===== config.mk =====
export PLATFORM = sky130hd
export DESIGN_NAME = table_token_cell_placer_unit_flat
export DESIGN_NICKNAME = d
export VERILOG_FILES = /design/src/rtl/ttcp_pkg.sv /design/src/rtl/ttcp_if.sv /design/src/rtl/ttcp_held_mem.sv /design/src/rtl/ttcp_out_reg.sv /design/src/rtl/ttcp_ctrl.sv /design/src/rtl/table_token_cell_placer_unit.sv /design/src/flat_wrapper.sv
export SDC_FILE = /design/constraint.sdc
export NUM_CORES = 1
export LEC_CHECK = 0
export BUFFER_PORTS_ARGS = -buffer_cell sky130_fd_sc_hd__buf_2
export CORE_ASPECT_RATIO = 0.5
export CORE_MARGIN = 4
export CORE_UTILIZATION = 33
export CTS_BUF_LIST = sky130_fd_sc_hd__clkbuf_8
export DETAILED_ROUTE_END_ITERATION = 8
export SETUP_SLACK_MARGIN = 0.05
export SYNTH_ARGS = -nofsm -noshare
export SYNTH_HDL_FRONTEND = slang
export SYNTH_SLANG_ARGS = --single-unit

===== constraint.sdc =====
create_clock -name clk_i -period 7.1 [get_ports clk_i]
set_input_delay 1.775 -clock clk_i [delete_from_list [all_inputs] [get_ports clk_i]]
set_output_delay 1.775 -clock clk_i [all_outputs]
set_load 0.01 [all_outputs]

===== src/rtl/ttcp_pkg.sv =====
`default_nettype none

package ttcp_pkg;

  // Field widths of the token and result beats.
  localparam int TOKEN_W = 6;
  localparam int ROW_W   = 16;
  localparam int COL_W   = 6;
  localparam int SPAN_W  = 5;
  localparam int CNT_W   = 16;

  // Defaults for the top-level parameters.
  localparam int MAX_COLS_DEF = 64;
  localparam int MAX_SPAN_DEF = 20;

  localparam logic [CNT_W-1:0] CNT_MAX     = '1;
  localparam logic [COL_W-1:0] COL_OUT_MAX = '1;

  // Structure vocabulary.
  localparam logic [TOKEN_W-1:0] TOK_ROW_END      = 6'd6;
  localparam logic [TOKEN_W-1:0] TOK_CELL_OPEN    = 6'd7;
  localparam logic [TOKEN_W-1:0] TOK_ATTR_CLOSE   = 6'd8;
  localparam logic [TOKEN_W-1:0] TOK_CELL_END     = 6'd9;
  localparam logic [TOKEN_W-1:0] TOK_COLSPAN_LO   = 6'd10;
  localparam logic [TOKEN_W-1:0] TOK_COLSPAN_HI   = 6'd28;
  localparam logic [TOKEN_W-1:0] TOK_COLSPAN_BIAS = 6'd8;
  localparam logic [TOKEN_W-1:0] TOK_ROWSPAN_LO   = 6'd29;
  localparam logic [TOKEN_W-1:0] TOK_ROWSPAN_HI   = 6'd47;
  localparam logic [TOKEN_W-1:0] TOK_ROWSPAN_BIAS = 6'd27;
  localparam logic [TOKEN_W-1:0] TOK_EMPTY_CELL   = 6'd48;
  localparam logic [TOKEN_W-1:0] TOK_END          = 6'd49;
  localparam logic [TOKEN_W-1:0] VOCAB_SIZE       = 6'd50;

  // Result kinds.
  localparam logic KIND_CELL = 1'b0;
  localparam logic KIND_END  = 1'b1;

  typedef struct packed {
    logic              kind;
    logic [ROW_W-1:0]  cell_row;
    logic [COL_W-1:0]  cell_col;
    logic [SPAN_W-1:0] row_span;
    logic [SPAN_W-1:0] col_span;
    logic [CNT_W-1:0]  box_index;
    logic [CNT_W-1:0]  cell_total;
    logic              col_overflow;
    logic              final_res;
  } res_t;

endpackage

`default_nettype wire


===== src/rtl/ttcp_if.sv =====
`default_nettype none

interface ttcp_tok_if;
  logic                         valid;
  logic                         ready;
  logic [ttcp_pkg::TOKEN_W-1:0] token;
  logic                         last;

  modport source (output valid, output token, output last, input ready);
  modport sink   (input valid, input token, input last, output ready);
endinterface

interface ttcp_res_if;
  logic                        valid;
  logic                        ready;
  logic                        kind;
  logic [ttcp_pkg::ROW_W-1:0]  cell_row;
  logic [ttcp_pkg::COL_W-1:0]  cell_col;
  logic [ttcp_pkg::SPAN_W-1:0] row_span;
  logic [ttcp_pkg::SPAN_W-1:0] col_span;
  logic [ttcp_pkg::CNT_W-1:0]  box_index;
  logic [ttcp_pkg::CNT_W-1:0]  cell_total;
  logic                        col_overflow;
  logic                        final_res;

  modport source (output valid, output kind, output cell_row, output cell_col,
                  output row_span, output col_span, output box_index,
                  output cell_total, output col_overflow, output final_res,
                  input ready);
  modport sink   (input valid, input kind, input cell_row, input cell_col,
                  input row_span, input col_span, input box_index,
                  input cell_total, input col_overflow, input final_res,
                  output ready);
endinterface

`default_nettype wire


===== src/rtl/ttcp_held_mem.sv =====
`default_nettype none

module ttcp_held_mem #(
  parameter int MAX_COLS = ttcp_pkg::MAX_COLS_DEF,
  localparam int AW = $clog2(MAX_COLS)
) (
  input  wire logic                        clk_i,
  input  wire logic                        rst_ni,
  input  wire logic                        clr_i,
  input  wire logic                        rd_en_i,
  input  wire logic [AW-1:0]               rd_addr_i,
  output      logic [ttcp_pkg::SPAN_W-1:0] rd_data_o,
  input  wire logic                        wr_en_i,
  input  wire logic [AW-1:0]               wr_addr_i,
  input  wire logic [ttcp_pkg::SPAN_W-1:0] wr_data_i
);

  logic [ttcp_pkg::SPAN_W-1:0] mem [MAX_COLS];
  logic [MAX_COLS-1:0]         vld_q;
  logic [ttcp_pkg::SPAN_W-1:0] rd_q;
  logic                        rd_vld_q;

  always_ff @(posedge clk_i) begin
    if (wr_en_i) begin
      mem[wr_addr_i] <= wr_data_i;
    end
    if (rd_en_i) begin
      rd_q     <= mem[rd_addr_i];
      rd_vld_q <= vld_q[rd_addr_i];
    end
  end

  // A column never written since the last clear counts as not held.
  always_ff @(posedge clk_i or negedge rst_ni) begin
    if (!rst_ni) begin
      vld_q <= '0;
    end else if (clr_i) begin
      vld_q <= '0;
    end else if (wr_en_i) begin
      vld_q[wr_addr_i] <= 1'b1;
    end
  end

  assign rd_data_o = rd_vld_q ? rd_q : '0;

endmodule

`default_nettype wire


===== src/rtl/ttcp_out_reg.sv =====
`default_nettype none

module ttcp_out_reg (
  input  wire logic           clk_i,
  input  wire logic           rst_ni,
  input  wire logic           load_valid_i,
  output      logic           load_ready_o,
  input  wire ttcp_pkg::res_t load_data_i,
  ttcp_res_if.source          res_o
);

  logic           full_q, full_d;
  ttcp_pkg::res_t data_q;

  assign load_ready_o = !full_q || res_o.ready;

  always_comb begin
    full_d = full_q;
    if (load_valid_i && load_ready_o) begin
      full_d = 1'b1;
    end else if (res_o.ready) begin
      full_d = 1'b0;
    end
  end

  always_ff @(posedge clk_i or negedge rst_ni) begin
    if (!rst_ni) begin
      full_q <= 1'b0;
    end else begin
      full_q <= full_d;
    end
  end

  always_ff @(posedge clk_i) begin
    if (load_valid_i && load_ready_o) begin
      data_q <= load_data_i;
    end
  end

  assign res_o.valid        = full_q;
  assign res_o.kind         = data_q.kind;
  assign res_o.cell_row     = data_q.cell_row;
  assign res_o.cell_col     = data_q.cell_col;
  assign res_o.row_span     = data_q.row_span;
  assign res_o.col_span     = data_q.col_span;
  assign res_o.box_index    = data_q.box_index;
  assign res_o.cell_total   = data_q.cell_total;
  assign res_o.col_overflow = data_q.col_overflow;
  assign res_o.final_res    = data_q.final_res;

endmodule

`default_nettype wire


===== src/rtl/ttcp_ctrl.sv =====
`default_nettype none

module ttcp_ctrl #(
  parameter int MAX_COLS = ttcp_pkg::MAX_COLS_DEF,
  parameter int MAX_SPAN = ttcp_pkg::MAX_SPAN_DEF,
  localparam int AW = $clog2(MAX_COLS),
  localparam int CW = $clog2(MAX_COLS + 1)
) (
  input  wire logic                        clk_i,
  input  wire logic                        rst_ni,
  input  wire logic                        box_per_step_i,
  ttcp_tok_if.sink                         tok_i,
  output      logic                        res_valid_o,
  input  wire logic                        res_ready_i,
  output      ttcp_pkg::res_t              res_o,
  output      logic                        mem_clr_o,
  output      logic                        mem_rd_en_o,
  output      logic [AW-1:0]               mem_rd_addr_o,
  input  wire logic [ttcp_pkg::SPAN_W-1:0] mem_rd_data_i,
  output      logic                        mem_wr_en_o,
  output      logic [AW-1:0]               mem_wr_addr_o,
  output      logic [ttcp_pkg::SPAN_W-1:0] mem_wr_data_o
);

  localparam int SW     = $clog2(MAX_COLS + MAX_SPAN + 1);
  localparam int TW     = ttcp_pkg::TOKEN_W;
  localparam int PW     = ttcp_pkg::SPAN_W;
  localparam int NW     = ttcp_pkg::CNT_W;
  localparam int RW     = ttcp_pkg::ROW_W;

  localparam logic [3:0] S_IDLE    = 4'd0;
  localparam logic [3:0] S_DEC     = 4'd1;
  localparam logic [3:0] S_SCAN_RD = 4'd2;
  localparam logic [3:0] S_SCAN_CK = 4'd3;
  localparam logic [3:0] S_FILL    = 4'd4;
  localparam logic [3:0] S_CELL    = 4'd5;
  localparam logic [3:0] S_END     = 4'd6;
  localparam logic [3:0] S_SWP_RD  = 4'd7;
  localparam logic [3:0] S_SWP_WR  = 4'd8;

  localparam logic [PW-1:0] SPAN_ONE = PW'(1);
  localparam logic [PW-1:0] SPAN_CAP = PW'(MAX_SPAN);

  logic [3:0]    state_q, state_d;
  logic [TW-1:0] tok_q, tok_d;
  logic          last_q, last_d;
  logic [RW-1:0] row_q, row_d;
  logic [CW-1:0] col_q, col_d;
  logic          open_q, open_d;
  logic [PW-1:0] pcs_q, pcs_d;
  logic [PW-1:0] prs_q, prs_d;
  logic [NW-1:0] cnt_q, cnt_d;
  logic [NW-1:0] step_q, step_d;
  logic          seen_q, seen_d;
  logic [NW-1:0] pos_q, pos_d;
  logic [PW-1:0] cur_rs_q, cur_rs_d;
  logic [PW-1:0] cur_cs_q, cur_cs_d;
  logic          end_q, end_d;
  logic [CW-1:0] start_q, start_d;
  logic [SW-1:0] stop_q, stop_d;
  logic [CW-1:0] ptr_q, ptr_d;

  // Token decode.
  logic          tok_ok, is_close, is_cs, is_rs;
  logic [TW-1:0] cs_raw, rs_raw;
  logic [PW-1:0] cs_val, rs_val;
  logic          dec_open, dec_place, dec_rowadv, dec_end;
  logic [PW-1:0] dec_pcs, dec_prs, dec_rs, dec_cs;

  logic [RW-1:0] start_ext;
  logic          ovf;

  assign tok_ok   = tok_q < ttcp_pkg::VOCAB_SIZE;
  assign is_close = (tok_q == ttcp_pkg::TOK_ATTR_CLOSE) || (tok_q == ttcp_pkg::TOK_CELL_END);
  assign is_cs    = (tok_q >= ttcp_pkg::TOK_COLSPAN_LO) && (tok_q <= ttcp_pkg::TOK_COLSPAN_HI);
  assign is_rs    = (tok_q >= ttcp_pkg::TOK_ROWSPAN_LO) && (tok_q <= ttcp_pkg::TOK_ROWSPAN_HI);
  assign cs_raw   = tok_q - ttcp_pkg::TOK_COLSPAN_BIAS;
  assign rs_raw   = tok_q - ttcp_pkg::TOK_ROWSPAN_BIAS;
  assign cs_val   = (cs_raw > TW'(MAX_SPAN)) ? SPAN_CAP : cs_raw[PW-1:0];
  assign rs_val   = (rs_raw > TW'(MAX_SPAN)) ? SPAN_CAP : rs_raw[PW-1:0];
  assign dec_end  = (tok_q == ttcp_pkg::TOK_END) || last_q;

  always_comb begin
    dec_open   = open_q;
    dec_pcs    = pcs_q;
    dec_prs    = prs_q;
    dec_place  = 1'b0;
    dec_rs     = prs_q;
    dec_cs     = pcs_q;
    dec_rowadv = 1'b0;
    if (tok_ok && open_q) begin
      if (is_close) begin
        dec_place = 1'b1;
        dec_open  = 1'b0;
        dec_pcs   = SPAN_ONE;
        dec_prs   = SPAN_ONE;
      end else if (is_cs) begin
        dec_pcs = cs_val;
      end else if (is_rs) begin
        dec_prs = rs_val;
      end
    end else if (tok_ok && tok_q == ttcp_pkg::TOK_ROW_END) begin
      dec_rowadv = !dec_end;
    end else if (tok_ok && tok_q == ttcp_pkg::TOK_CELL_OPEN) begin
      dec_open = 1'b1;
      dec_pcs  = SPAN_ONE;
      dec_prs  = SPAN_ONE;
    end else if (tok_ok && tok_q == ttcp_pkg::TOK_EMPTY_CELL) begin
      dec_place = 1'b1;
      dec_rs    = SPAN_ONE;
      dec_cs    = SPAN_ONE;
    end
    // A cell still open at the end of the table is closed with its pending spans.
    if (dec_end && dec_open) begin
      dec_place = 1'b1;
      dec_rs    = dec_prs;
      dec_cs    = dec_pcs;
    end
  end

  assign tok_i.ready = (state_q == S_IDLE);

  always_comb begin
    state_d       = state_q;
    tok_d         = tok_q;
    last_d        = last_q;
    row_d         = row_q;
    col_d         = col_q;
    open_d        = open_q;
    pcs_d         = pcs_q;
    prs_d         = prs_q;
    cnt_d         = cnt_q;
    step_d        = step_q;
    seen_d        = seen_q;
    pos_d         = pos_q;
    cur_rs_d      = cur_rs_q;
    cur_cs_d      = cur_cs_q;
    end_d         = end_q;
    start_d       = start_q;
    stop_d        = stop_q;
    ptr_d         = ptr_q;
    res_valid_o   = 1'b0;
    mem_clr_o     = 1'b0;
    mem_rd_en_o   = 1'b0;
    mem_rd_addr_o = '0;
    mem_wr_en_o   = 1'b0;
    mem_wr_addr_o = '0;
    mem_wr_data_o = '0;
    unique case (state_q)
      S_IDLE: begin
        if (tok_i.valid) begin
          tok_d   = tok_i.token;
          last_d  = tok_i.last;
          state_d = S_DEC;
        end
      end
      S_DEC: begin
        if (seen_q) begin
          if (last_q) begin
            seen_d = 1'b0;
          end
          state_d = S_IDLE;
        end else begin
          open_d   = dec_open;
          pcs_d    = dec_pcs;
          prs_d    = dec_prs;
          cur_rs_d = dec_rs;
          cur_cs_d = dec_cs;
          end_d    = dec_end;
          pos_d    = step_q;
          if (!dec_end && step_q != ttcp_pkg::CNT_MAX) begin
            step_d = step_q + NW'(1);
          end
          if (dec_place) begin
            state_d = S_SCAN_RD;
          end else if (dec_rowadv) begin
            ptr_d   = '0;
            state_d = S_SWP_RD;
          end else if (dec_end) begin
            state_d = S_END;
          end else begin
            state_d = S_IDLE;
          end
        end
      end
      S_SCAN_RD: begin
        if (col_q >= CW'(MAX_COLS)) begin
          start_d = col_q;
          stop_d  = SW'(col_q) + SW'(cur_cs_q);
          ptr_d   = col_q;
          state_d = S_FILL;
        end else begin
          mem_rd_en_o   = 1'b1;
          mem_rd_addr_o = col_q[AW-1:0];
          state_d       = S_SCAN_CK;
        end
      end
      S_SCAN_CK: begin
        // Columns still covered by a row span from above are stepped over.
        if (mem_rd_data_i != '0) begin
          col_d   = col_q + CW'(1);
          state_d = S_SCAN_RD;
        end else begin
          start_d = col_q;
          stop_d  = SW'(col_q) + SW'(cur_cs_q);
          ptr_d   = col_q;
          state_d = S_FILL;
        end
      end
      S_FILL: begin
        if (SW'(ptr_q) < stop_q && ptr_q < CW'(MAX_COLS)) begin
          mem_wr_en_o   = 1'b1;
          mem_wr_addr_o = ptr_q[AW-1:0];
          mem_wr_data_o = (cur_rs_q > SPAN_ONE) ? cur_rs_q : '0;
          ptr_d         = ptr_q + CW'(1);
        end else begin
          col_d   = (stop_q > SW'(MAX_COLS)) ? CW'(MAX_COLS) : stop_q[CW-1:0];
          state_d = S_CELL;
        end
      end
      S_CELL: begin
        res_valid_o = 1'b1;
        if (res_ready_i) begin
          if (cnt_q != ttcp_pkg::CNT_MAX) begin
            cnt_d = cnt_q + NW'(1);
          end
          state_d = end_q ? S_END : S_IDLE;
        end
      end
      S_END: begin
        res_valid_o = 1'b1;
        if (res_ready_i) begin
          row_d     = '0;
          col_d     = '0;
          open_d    = 1'b0;
          pcs_d     = SPAN_ONE;
          prs_d     = SPAN_ONE;
          cnt_d     = '0;
          step_d    = '0;
          mem_clr_o = 1'b1;
          seen_d    = !last_q;
          state_d   = S_IDLE;
        end
      end
      S_SWP_RD: begin
        mem_rd_en_o   = 1'b1;
        mem_rd_addr_o = ptr_q[AW-1:0];
        state_d       = S_SWP_WR;
      end
      S_SWP_WR: begin
        if (mem_rd_data_i != '0) begin
          mem_wr_en_o   = 1'b1;
          mem_wr_addr_o = ptr_q[AW-1:0];
          mem_wr_data_o = mem_rd_data_i - PW'(1);
        end
        if (ptr_q == CW'(MAX_COLS - 1)) begin
          if (row_q != RW'(ttcp_pkg::CNT_MAX)) begin
            row_d = row_q + RW'(1);
          end
          col_d   = '0;
          state_d = S_IDLE;
        end else begin
          ptr_d   = ptr_q + CW'(1);
          state_d = S_SWP_RD;
        end
      end
      default: begin
        state_d = S_IDLE;
      end
    endcase
  end

  always_ff @(posedge clk_i or negedge rst_ni) begin
    if (!rst_ni) begin
      state_q  <= S_IDLE;
      tok_q    <= '0;
      last_q   <= 1'b0;
      row_q    <= '0;
      col_q    <= '0;
      open_q   <= 1'b0;
      pcs_q    <= SPAN_ONE;
      prs_q    <= SPAN_ONE;
      cnt_q    <= '0;
      step_q   <= '0;
      seen_q   <= 1'b0;
      pos_q    <= '0;
      cur_rs_q <= SPAN_ONE;
      cur_cs_q <= SPAN_ONE;
      end_q    <= 1'b0;
      start_q  <= '0;
      stop_q   <= '0;
      ptr_q    <= '0;
    end else begin
      state_q  <= state_d;
      tok_q    <= tok_d;
      last_q   <= last_d;
      row_q    <= row_d;
      col_q    <= col_d;
      open_q   <= open_d;
      pcs_q    <= pcs_d;
      prs_q    <= prs_d;
      cnt_q    <= cnt_d;
      step_q   <= step_d;
      seen_q   <= seen_d;
      pos_q    <= pos_d;
      cur_rs_q <= cur_rs_d;
      cur_cs_q <= cur_cs_d;
      end_q    <= end_d;
      start_q  <= start_d;
      stop_q   <= stop_d;
      ptr_q    <= ptr_d;
    end
  end

  assign start_ext = RW'(start_q);
  assign ovf       = (start_q >= CW'(MAX_COLS)) || (stop_q > SW'(MAX_COLS));

  always_comb begin
    if (state_q == S_END) begin
      res_o.kind         = ttcp_pkg::KIND_END;
      res_o.cell_row     = '0;
      res_o.cell_col     = '0;
      res_o.row_span     = SPAN_ONE;
      res_o.col_span     = SPAN_ONE;
      res_o.box_index    = '0;
      res_o.cell_total   = cnt_q;
      res_o.col_overflow = 1'b0;
      res_o.final_res    = 1'b1;
    end else begin
      res_o.kind         = ttcp_pkg::KIND_CELL;
      res_o.cell_row     = row_q;
      res_o.cell_col     = (start_ext > RW'(ttcp_pkg::COL_OUT_MAX)) ?
                           ttcp_pkg::COL_OUT_MAX : start_ext[ttcp_pkg::COL_W-1:0];
      res_o.row_span     = cur_rs_q;
      res_o.col_span     = cur_cs_q;
      res_o.box_index    = box_per_step_i ? pos_q : cnt_q;
      res_o.cell_total   = '0;
      res_o.col_overflow = ovf;
      // When the table ends on this token the end marker follows the cell.
      res_o.final_res    = !end_q;
    end
  end

endmodule

`default_nettype wire


===== src/rtl/table_token_cell_placer_unit.sv =====
`default_nettype none

// Table token cell placer: takes one structure token per beat and places table cells on a
// grid, giving one beat per placed cell and an end-of-table beat with the cell total. The
// per-column row-span counts live in a single synchronous memory of MAX_COLS entries with a
// valid bit per entry, so reset and table end clear it at once and no clearing pass is run.
// A token is taken only while the sequencer is idle. Each token is accepted and then
// decoded. A placed cell then runs a column scan that steps over held columns, a read and a
// check per column, with no read once the scan runs past the tracked columns. It then makes
// span writes for the cell's columns (fewer where the cell reaches past the tracked columns)
// and hands the cell beat over; where the table ends an end beat is handed over after it.
// A row end walks every column through the one memory port, read then write.
// The result side has an output register, so a beat waiting there does not stop the next
// token being taken.
module table_token_cell_placer_unit #(
  parameter int MAX_COLS = ttcp_pkg::MAX_COLS_DEF,
  parameter int MAX_SPAN = ttcp_pkg::MAX_SPAN_DEF
) (
  input  wire logic  clk_i,
  input  wire logic  rst_ni,
  input  wire logic  cfg_we_i,
  input  wire logic  cfg_wdata_i,
  ttcp_tok_if.sink   tok_i,
  ttcp_res_if.source res_o
);

  localparam int AW = $clog2(MAX_COLS);
  localparam int CW = $clog2(MAX_COLS + 1);

  logic                        box_per_step_q, box_per_step_d;
  logic                        res_valid;
  logic                        res_ready;
  ttcp_pkg::res_t              res_data;
  logic                        mem_clr;
  logic                        mem_rd_en;
  logic [AW-1:0]               mem_rd_addr;
  logic [ttcp_pkg::SPAN_W-1:0] mem_rd_data;
  logic                        mem_wr_en;
  logic [AW-1:0]               mem_wr_addr;
  logic [ttcp_pkg::SPAN_W-1:0] mem_wr_data;

  assign box_per_step_d = cfg_we_i ? cfg_wdata_i : box_per_step_q;

  always_ff @(posedge clk_i or negedge rst_ni) begin
    if (!rst_ni) begin
      box_per_step_q <= 1'b1;
    end else begin
      box_per_step_q <= box_per_step_d;
    end
  end

  ttcp_ctrl #(
    .MAX_COLS (MAX_COLS),
    .MAX_SPAN (MAX_SPAN)
  ) u_ctrl (
    .clk_i          (clk_i),
    .rst_ni         (rst_ni),
    .box_per_step_i (box_per_step_q),
    .tok_i          (tok_i),
    .res_valid_o    (res_valid),
    .res_ready_i    (res_ready),
    .res_o          (res_data),
    .mem_clr_o      (mem_clr),
    .mem_rd_en_o    (mem_rd_en),
    .mem_rd_addr_o  (mem_rd_addr),
    .mem_rd_data_i  (mem_rd_data),
    .mem_wr_en_o    (mem_wr_en),
    .mem_wr_addr_o  (mem_wr_addr),
    .mem_wr_data_o  (mem_wr_data)
  );

  ttcp_held_mem #(
    .MAX_COLS (MAX_COLS)
  ) u_held_mem (
    .clk_i     (clk_i),
    .rst_ni    (rst_ni),
    .clr_i     (mem_clr),
    .rd_en_i   (mem_rd_en),
    .rd_addr_i (mem_rd_addr),
    .rd_data_o (mem_rd_data),
    .wr_en_i   (mem_wr_en),
    .wr_addr_i (mem_wr_addr),
    .wr_data_i (mem_wr_data)
  );

  ttcp_out_reg u_out_reg (
    .clk_i        (clk_i),
    .rst_ni       (rst_ni),
    .load_valid_i (res_valid),
    .load_ready_o (res_ready),
    .load_data_i  (res_data),
    .res_o        (res_o)
  );

  // The sequencer never reads and writes the same column in one cycle.
  a_no_rw_same_col : assert property (@(posedge clk_i) disable iff (!rst_ni)
    !(mem_rd_en && mem_wr_en && mem_rd_addr == mem_wr_addr))
    else $error("held memory read and written at the same column");

  // Table clear and a span write never coincide.
  a_no_clr_with_wr : assert property (@(posedge clk_i) disable iff (!rst_ni)
    !(mem_clr && mem_wr_en))
    else $error("held memory cleared while being written");

  // Every end beat handed over clears the span memory in the same cycle.
  a_end_clears : assert property (@(posedge clk_i) disable iff (!rst_ni)
    (res_valid && res_ready && res_data.kind == ttcp_pkg::KIND_END) |-> mem_clr)
    else $error("end beat without span memory clear");

  // Only tracked columns are ever addressed.
  a_addr_in_range : assert property (@(posedge clk_i) disable iff (!rst_ni)
    (mem_wr_en || mem_rd_en) |->
      (CW'(mem_wr_addr) < CW'(MAX_COLS) && CW'(mem_rd_addr) < CW'(MAX_COLS)))
    else $error("held memory addressed beyond tracked columns");

  // No token is taken while the sequencer is still delivering a beat.
  a_no_take_while_busy : assert property (@(posedge clk_i) disable iff (!rst_ni)
    res_valid |-> !tok_i.ready)
    else $error("token accepted while a result is pending");

endmodule

`default_nettype wire


===== src/flat_wrapper.sv =====
// flat-port wrapper written by rule: the top's interface ports become plain ports
module table_token_cell_placer_unit_flat 
#(
  parameter int MAX_COLS = ttcp_pkg::MAX_COLS_DEF,
  parameter int MAX_SPAN = ttcp_pkg::MAX_SPAN_DEF
)
  (clk_i, rst_ni, cfg_we_i, cfg_wdata_i, tok_i_valid, tok_i_token, tok_i_last, tok_i_ready, res_o_valid, res_o_kind, res_o_cell_row, res_o_cell_col, res_o_row_span, res_o_col_span, res_o_box_index, res_o_cell_total, res_o_col_overflow, res_o_final_res, res_o_ready);
  ttcp_tok_if tok_i_i ();
  ttcp_res_if res_o_i ();
  input  wire logic clk_i;
  input  wire logic rst_ni;
  input  wire logic cfg_we_i;
  input  wire logic cfg_wdata_i;
  input wire logic [$bits(tok_i_i.valid)-1:0] tok_i_valid;
  input wire logic [$bits(tok_i_i.token)-1:0] tok_i_token;
  input wire logic [$bits(tok_i_i.last)-1:0] tok_i_last;
  output wire logic [$bits(tok_i_i.ready)-1:0] tok_i_ready;
  output wire logic [$bits(res_o_i.valid)-1:0] res_o_valid;
  output wire logic [$bits(res_o_i.kind)-1:0] res_o_kind;
  output wire logic [$bits(res_o_i.cell_row)-1:0] res_o_cell_row;
  output wire logic [$bits(res_o_i.cell_col)-1:0] res_o_cell_col;
  output wire logic [$bits(res_o_i.row_span)-1:0] res_o_row_span;
  output wire logic [$bits(res_o_i.col_span)-1:0] res_o_col_span;
  output wire logic [$bits(res_o_i.box_index)-1:0] res_o_box_index;
  output wire logic [$bits(res_o_i.cell_total)-1:0] res_o_cell_total;
  output wire logic [$bits(res_o_i.col_overflow)-1:0] res_o_col_overflow;
  output wire logic [$bits(res_o_i.final_res)-1:0] res_o_final_res;
  input wire logic [$bits(res_o_i.ready)-1:0] res_o_ready;
  assign tok_i_i.valid = tok_i_valid;
  assign tok_i_i.token = tok_i_token;
  assign tok_i_i.last = tok_i_last;
  assign tok_i_ready = tok_i_i.ready;
  assign res_o_valid = res_o_i.valid;
  assign res_o_kind = res_o_i.kind;
  assign res_o_cell_row = res_o_i.cell_row;
  assign res_o_cell_col = res_o_i.cell_col;
  assign res_o_row_span = res_o_i.row_span;
  assign res_o_col_span = res_o_i.col_span;
  assign res_o_box_index = res_o_i.box_index;
  assign res_o_cell_total = res_o_i.cell_total;
  assign res_o_col_overflow = res_o_i.col_overflow;
  assign res_o_final_res = res_o_i.final_res;
  assign res_o_i.ready = res_o_ready;
  table_token_cell_placer_unit #(.MAX_COLS(MAX_COLS), .MAX_SPAN(MAX_SPAN)) u_core (.clk_i(clk_i), .rst_ni(rst_ni), .cfg_we_i(cfg_we_i), .cfg_wdata_i(cfg_wdata_i), .tok_i(tok_i_i), .res_o(res_o_i));
endmodule

==> flow_summary.json, run 1 <==
{
  "drc": 0,
  "max_stage_delay_ps": 990,
  "ant_nets": 0,
  "cts_buffers": 91,
  "worst_slew_pin_slew_ps": 1028,
  "wirelength_microns": 69820,
  "syn_inst": 2299,
  "critical_path.top_delay_family": "simple AND/OR/NAND/NOR gates",
  "die_area_sq_um": 83780,
  "grt_usage_pct": 16.57,
  "syn_area_sq_um": 26050,
  "multi_input_area_sq_um": 8775,
  "syn_area_per_cell_sq_um": 11.33,
  "cts_root_buf": "clkbuf_8",
  "crit_top_cell": "buf_4",
  "io_pins": 82,
  "ctsResizeCount": 0,
  "worst_r2r_path_depth": 8,
  "worst-path-stages": 8,
  "yosysSeqAreaShare_pct": 63.76,
  "finalHoldViolations": 0,
  "clk_pin_slew_worst_paths_ps": 70,
  "postLayoutCoreUtil_pct": 37.73,
  "fin_crit_sh_pct": 62.20,
  "clk_latency_ps": 700,
  "rows": 72,
  "htreeDepth": 3,
  "port_buffers": 81,
  "max_freq_mhz": 226.4,
  "min_period_ps": 4416,
  "cp_slowest_cell": "nor4_1",
  "synth_seq_cells": 585,
  "power.total_mw": 10.49,
  "yosys_warnings": 0,
  "path_cells": "ha_1, a21oi_1, o21ai_1, a2111oi_4, buf_4, nor2_4, buf_4, nor4_1",
  "async_flop_share_pct": 32.82,
  "die_w_microns": 405.4,
  "core_sq_um": 77740,
  "clock_path_buffers": 3,
  "hp-class": "flop to flop",
  "layout.nets": 2404,
  "ctsHoldBuffers": 0,
  "endpoint_kind": "flop",
  "worstPathRequired_ps": 7400,
  "syn_nets": 2337,
  "initial_core_util_pct": 33.51,
  "synth_edf_count": 393,
  "ys_types": 81,
  "grt_max_degree": 167,
  "antenna_found_initial": 0,
  "power.density_nw_per_um2": 357.8,
  "holdPathStages": 2,
  "antenna_cells": 0,
  "critPathLaunch": "u_core.u_ctrl.ptr_q[2]$_DFFE_PN0P_",
  "grt_overflow": 0,
  "endpoint": "u_core.u_held_mem.mem[24][2]$_DFFE_PP_",
  "start_kind": "flop",
  "drive_above_1_share_pct": 12.11,
  "via_per_inst": 5.370,
  "dp_hpwl_microns": 43530,
  "cts.sinks": 585,
  "layout_common_cells": "nand2_1 (510), edfxtp_1 (393), dfrtp_1 (187)",
  "cp.arrival_ps": 4720,
  "vias": 18646,
  "hold_slack_ps": 473.4,
  "drv_slew": 0,
  "final.setup.tns_ps": 0,
  "grt_pass1_wl_microns": 108400,
  "regToRegSetupSlack_ps": 2680,
  "post_cts_buffers": 0,
  "maxCapViolCount": 0,
  "drtIter0Drc": 2013,
  "dr.pass1.iters": 6,
  "clock_skew_ps": 40.01,
  "max-vdd-ir-drop_v": 0.0002458,
  "path_class": "flop to flop",
  "slew_headroom_pct": 30.80,
  "ff_latch_area_sq_um": 16610,
  "rsz0062_at_grt": "no",
  "die_h_microns": 206.7,
  "leakage_nw": 11.26,
  "cts_tree": "yes",
  "path_buf_inv": 2,
  "worstPathMaxFanout": 71,
  "synth_ff_type": "edfxtp_1",
  "setup_viol_count_final": 0,
  "wire_per_inst_microns": 20.11,
  "place_congestion": 0.8705,
  "fill_cells": 7527,
  "final_common_cell": "nand2_1",
  "area_delta_synth_final_pct": 12.59,
  "regToRegEndpoint": "u_core.u_held_mem.mem[24][2]$_DFFE_PP_",
  "timing.rr.start": "u_core.u_ctrl.ptr_q[2]$_DFFE_PN0P_",
  "grt_pass1_vias": 18037,
  "outcome": "completed"
}
-- worst reg2reg max path: stages, from the launching register on --
cell and delay [ps]:
dfrtp_1 920, ha_1 380, a21oi_1 130, o21ai_1 130, a2111oi_4 600, buf_4 350
nor2_4 70, buf_4 390, nor4_1 1050
-- per-stage QoR --
step | cell area (sq um) | std cells | setup WS, ps
CTS | 29330 | 3472 | 2714
floorplan | 26060 | 2299 | 865.7
detailed placement | 27510 | 3309 | 2650
global route | 29330 | 3472 | 2345
finish | 29330 | 3472 | 2684
global placement | 27510 | 3309 | 2730
-- cell usage after synthesis (30+ instances only) --
library cell / number / area, sq um
clkbuf_1: 89 / 334.1
inv_1: 30 / 112.6
nor3_1: 65 / 325.3
mux2i_1: 55 / 550.5
a32oi_1: 46 / 402.9
a21oi_1: 55 / 275.3
and2_1: 41 / 256.5
nand3_1: 124 / 620.6
nand4_1: 63 / 394.1
edfxtp_1: 393 / 11800
buf_2: 34 / 170.2
o21ai_0: 96 / 480.5
nor2_1: 122 / 457.9
dfrtp_1: 187 / 4679
nand2_1: 511 / 1918
-- cell families after synthesis --
kind of cell / share of synthesized area, %
AO/OA/AOI/OAI: 9.543
XOR/XNOR: 1.378
multiplexers: 2.848
adder cells (fa/ha/maj): 1.229
buffers and inverters: 3.002
AND/OR/NAND/NOR: 18.24
flip-flops: 63.76
-- per-layer routing --
metal / share of wire [%] / GRT usage [%] / vias to the layer above
li1: - / - / 8533
met1: 45 / 23.10 / 9228
met2: 46 / 26.24 / 753
met3: 7.0 / 3.255 / 132
met4: 2.4 / 5.213 / 0
met5: 0 / 0 / -
-- final cells by class --
cell class / instances / share of cell area (%)
Clock buffer: 105 / 4.927
Clock inverter: 58 / 1.292
Inverter: 34 / 0.4351
Multi-Input combinational cell: 1537 / 29.92
Sequential cell: 585 / 56.64
Tap cell: 1036 / 4.419
Timing Repair Buffer: 117 / 2.376
-- flip-flops by register name, summed over array words and instances (netlist names), 7 cells and up --
| register | count |
|---|---|
| u_core.u_held_mem.mem | 320 |
| u_core.u_held_mem.vld_q | 64 |
| u_core.u_ctrl.cnt_q | 16 |
| u_core.u_ctrl.pos_q | 16 |
| u_core.u_ctrl.row_q | 16 |
| u_core.u_ctrl.step_q | 16 |
| u_core.u_out_reg.res_o.box_index | 16 |
| u_core.u_out_reg.res_o.cell_row | 16 |
| u_core.u_out_reg.res_o.cell_total | 16 |
| u_core.u_ctrl.col_q | 7 |
| u_core.u_ctrl.ptr_q | 7 |
| u_core.u_ctrl.start_q | 7 |
| u_core.u_ctrl.stop_q | 7 |
-- report_power, final --
| group | leakage (nW) | switching [mW] | internal, mW |
|---|---|---|---|
| clock | 1.05 | 1.33 | 1.53 |
| sequential | 6.19 | 0.469 | 4.44 |
| combinational | 4.02 | 1.91 | 0.828 |
| total | 11.3 | 3.70 | 6.79 |
-- worst min path at each step --
stage                                                    to                               startpoint  slack [ps]
floorplan           u_core.u_held_mem.vld_q[39]$_DFFE_PN0P_  u_core.u_held_mem.vld_q[39]$_DFFE_PN0P_         440
global placement    u_core.u_held_mem.vld_q[39]$_DFFE_PN0P_  u_core.u_held_mem.vld_q[39]$_DFFE_PN0P_         460
detailed placement   u_core.u_held_mem.vld_q[1]$_DFFE_PN0P_   u_core.u_held_mem.vld_q[1]$_DFFE_PN0P_         470
CTS                 u_core.u_held_mem.vld_q[31]$_DFFE_PN0P_  u_core.u_held_mem.vld_q[31]$_DFFE_PN0P_         480
global route        u_core.u_held_mem.vld_q[31]$_DFFE_PN0P_  u_core.u_held_mem.vld_q[31]$_DFFE_PN0P_         500
finish                  u_core.u_ctrl.pos_q[12]$_DFFE_PN0P_      u_core.u_ctrl.pos_q[12]$_DFFE_PN0P_         470
Note: power is estimated with default switching activity, not from simulation.
==> inputs of run 2 (changes only) <==
- clock period: 7.1 -> 3.7 ns (I/O delays scaled with it)
==> run 2 against run 1 <==
  * Sequential power rose by 88%
  * Sequential share of layout area fell by 1.1 points
  * Worst hold slack got worse by 240 ps
  * Combinational power rose by 110%
  * Final area rose by 2.0%
  * Critical path depth fell by 1
  * Critical endpoint is now u_core.u_held_mem.mem[16][2]$_DFFE_PP_
  * Largest cell class unchanged
  * Largest power group unchanged
  * Highest routed layer unchanged
==> flow_summary.json, run 2 (synthesis results as in run 1) <==
{
  "cp.arrival_ps": 3730,
  "layout_common_cells": "nand2_1 (510), edfxtp_1 (393), dfrtp_1 (187)",
  "drc": 0,
  "use_met3_pct": 3.232,
  "ctsHoldBuffers": 0,
  "htreeDepth": 3,
  "slew_headroom_pct": 13.44,
  "grt_usage_pct": 16.53,
  "io_pins": 82,
  "hp-class": "input pin to asynchronous set/reset pin",
  "grt_pass1_vias": 17926,
  "place_congestion": 0.8896,
  "wire_per_inst_microns": 19.65,
  "max_freq_mhz": 294.0,
  "ctsResizeCount": 0,
  "critical_path.top_delay_family": "simple AND/OR/NAND/NOR gates",
  "initial_core_util_pct": 33.51,
  "port_buffers": 81,
  "antenna_found_initial": 1,
  "cts_tree": "yes",
  "die_area_sq_um": 83780,
  "power_frac_seq_pct": 45.9,
  "drtIter0Drc": 1846,
  "rsz0062_at_grt": "no",
  "start_kind": "flop",
  "worst_r2r_path_depth": 7,
  "worstPathMaxFanout": 14,
  "finalHoldViolations": 0,
  "largestRegisters": "u_core.u_held_mem.mem x320, u_core.u_held_mem.vld_q x64",
  "grt_pass1_wl_microns": 107500,
  "layout.nets": 2475,
  "switching_power_mw": 7.123,
  "cts.sinks": 585,
  "outcome": "completed",
  "final_common_cell": "nand2_1",
  "grt_max_degree": 90,
  "clock_path_buffers": 3,
  "regToRegEndpoint": "u_core.u_held_mem.mem[16][2]$_DFFE_PP_",
  "largest_reg_flops": 320,
  "worstPathRequired_ps": 4030,
  "leakage_nw": 11.65,
  "endpoint_kind": "flop",
  "grt_overflow": 0,
  "grt.busiest_layer": "met2",
  "rows": 72,
  "clk_pin_slew_worst_paths_ps": 60,
  "hold_slack_ps": 233.2,
  "met1_usage_pct": 23.60,
  "crit_top_cell": "nor2_1",
  "path_cells": "buf_4, nor2_1, nand3b_1, nor2_1, buf_4, o211ai_1, nor2_1",
  "drv_slew": 0,
  "internal-power_mw": 13.01,
  "clk_latency_ps": 690,
  "wirelength_microns": 69690,
  "dp_hpwl_microns": 45530,
  "comb_power_share_pct": 28.3,
  "use_met2_pct": 25.62,
  "path_buf_inv": 2,
  "clock_skew_ps": 35.70,
  "postLayoutCoreUtil_pct": 38.48,
  "area_delta_synth_final_pct": 14.84,
  "fill_cells": 7508,
  "drive_above_1_share_pct": 14.66,
  "cts_buffers": 89,
  "switching_share_pct": 35.39,
  "cp_slowest_cell": "nor2_1",
  "vias": 18689,
  "timing.rr.start": "u_core.u_ctrl.state_q[0]$_DFFE_PN0P_",
  "worst_slew_pin_slew_ps": 1293,
  "path_class": "flop to flop",
  "max_stage_delay_ps": 570,
  "fin_crit_sh_pct": 91.93,
  "regToRegSetupSlack_ps": 300,
  "top_register": "u_core.u_held_mem.mem",
  "post_cts_buffers": 0,
  "dr.pass1.iters": 6,
  "ant_nets": 0,
  "power.density_nw_per_um2": 672.8,
  "clkPwrFrac_pct": 25.8,
  "via_per_inst": 5.269,
  "die_w_microns": 405.4,
  "max-vdd-ir-drop_v": 0.0003760,
  "maxCapViolCount": 0,
  "setup_viol_count_final": 0,
  "core_sq_um": 77740,
  "cts_root_buf": "clkbuf_8",
  "min_period_ps": 3401,
  "die_h_microns": 206.7
}
run 2: cell types whose count changed in the layout (fill, tap and decap cells not counted), moves of 2 or more:
| cell | delta |
|---|---|
| buf_4 | +62 |
| clkinv_2 | +5 |
| a22o_4 | -2 |
| inv_1 | +4 |
| bufinv_16 | -2 |
| buf_12 | +11 |
| clkbuf_8 | -6 |
| a22o_2 | +2 |
run 2: through the flow:
step	cell area [sq um]	instances	total power, mW	setup WS (ps)	setup TNS [ps]
floorplan	26080	2299	12.70	-364.2	-3815
global placement	28190	3382	15.01	420.6	0
detailed placement	28190	3382	15.05	324.6	0
CTS	29920	3546	20.27	313.3	0
global route	29920	3547	21.22	124.5	0
finish	29920	3547	20.13	298.7	0
run 2: how the worst max path moves through the flow:
stage	from	endpoint	slack, ps	depth (start not counted)
2_1_floorplan	res_o_ready	u_core.u_ctrl.cnt_q[9]$_DFFE_PN0P_	-360	7
3_5_place_dp	u_core.u_ctrl.stop_q[1]$_DFFE_PN0P_	u_core.u_held_mem.mem[17][2]$_DFFE_PP_	320	9
4_1_cts	u_core.u_ctrl.stop_q[1]$_DFFE_PN0P_	u_core.u_held_mem.mem[16][2]$_DFFE_PP_	310	9
5_1_grt	u_core.u_ctrl.state_q[2]$_DFFE_PN0P_	u_core.u_held_mem.rd_q[3]$_DFFE_PP_	120	9
6_report	u_core.u_ctrl.state_q[0]$_DFFE_PN0P_	u_core.u_held_mem.mem[16][2]$_DFFE_PP_	300	7
3_3_place_gp	u_core.u_ctrl.state_q[2]$_DFFE_PN0P_	u_core.u_held_mem.rd_q[3]$_DFFE_PP_	420	10
run 2: worst register-to-register path, stage by stage, from the launching register on:
cell and delay (ps):
dfrtp_1 470, buf_4 230, nor2_1 220, nand3b_1 360, nor2_1 490, buf_4 240, o211ai_1 470, nor2_1 580
run 2: area by class of cell:
class / count / area (sq um) / area share (%)
well taps: 1036 / 1296 / 4.332
diodes: 1 / 2.502 / 0.008364
multi-input cells: 1537 / 8772 / 29.32
clock buffers: 99 / 1363 / 4.554
clock inverters: 65 / 364.1 / 1.217
inverters: 34 / 127.6 / 0.4265
repair buffers: 190 / 1383 / 4.621
flip-flops and latches: 585 / 16610 / 55.52
run 2: routing by layer:
metal | vias up | routed length, microns
met4 | 0 | 1758
met5 | - | 0
met3 | 143 | 5022
met1 | 9183 | 32010
li1 | 8687 | -
met2 | 676 | 30900
run 2: power groups by stage:
stage	combinational, mW	sequential (mW)	clock, mW
finish	5.71	9.23	5.19
CTS	5.71	9.23	5.32
global placement	5.68	9.33	0
detailed placement	5.70	9.35	0
floorplan	3.53	9.17	0
global route	6.26	9.34	5.62
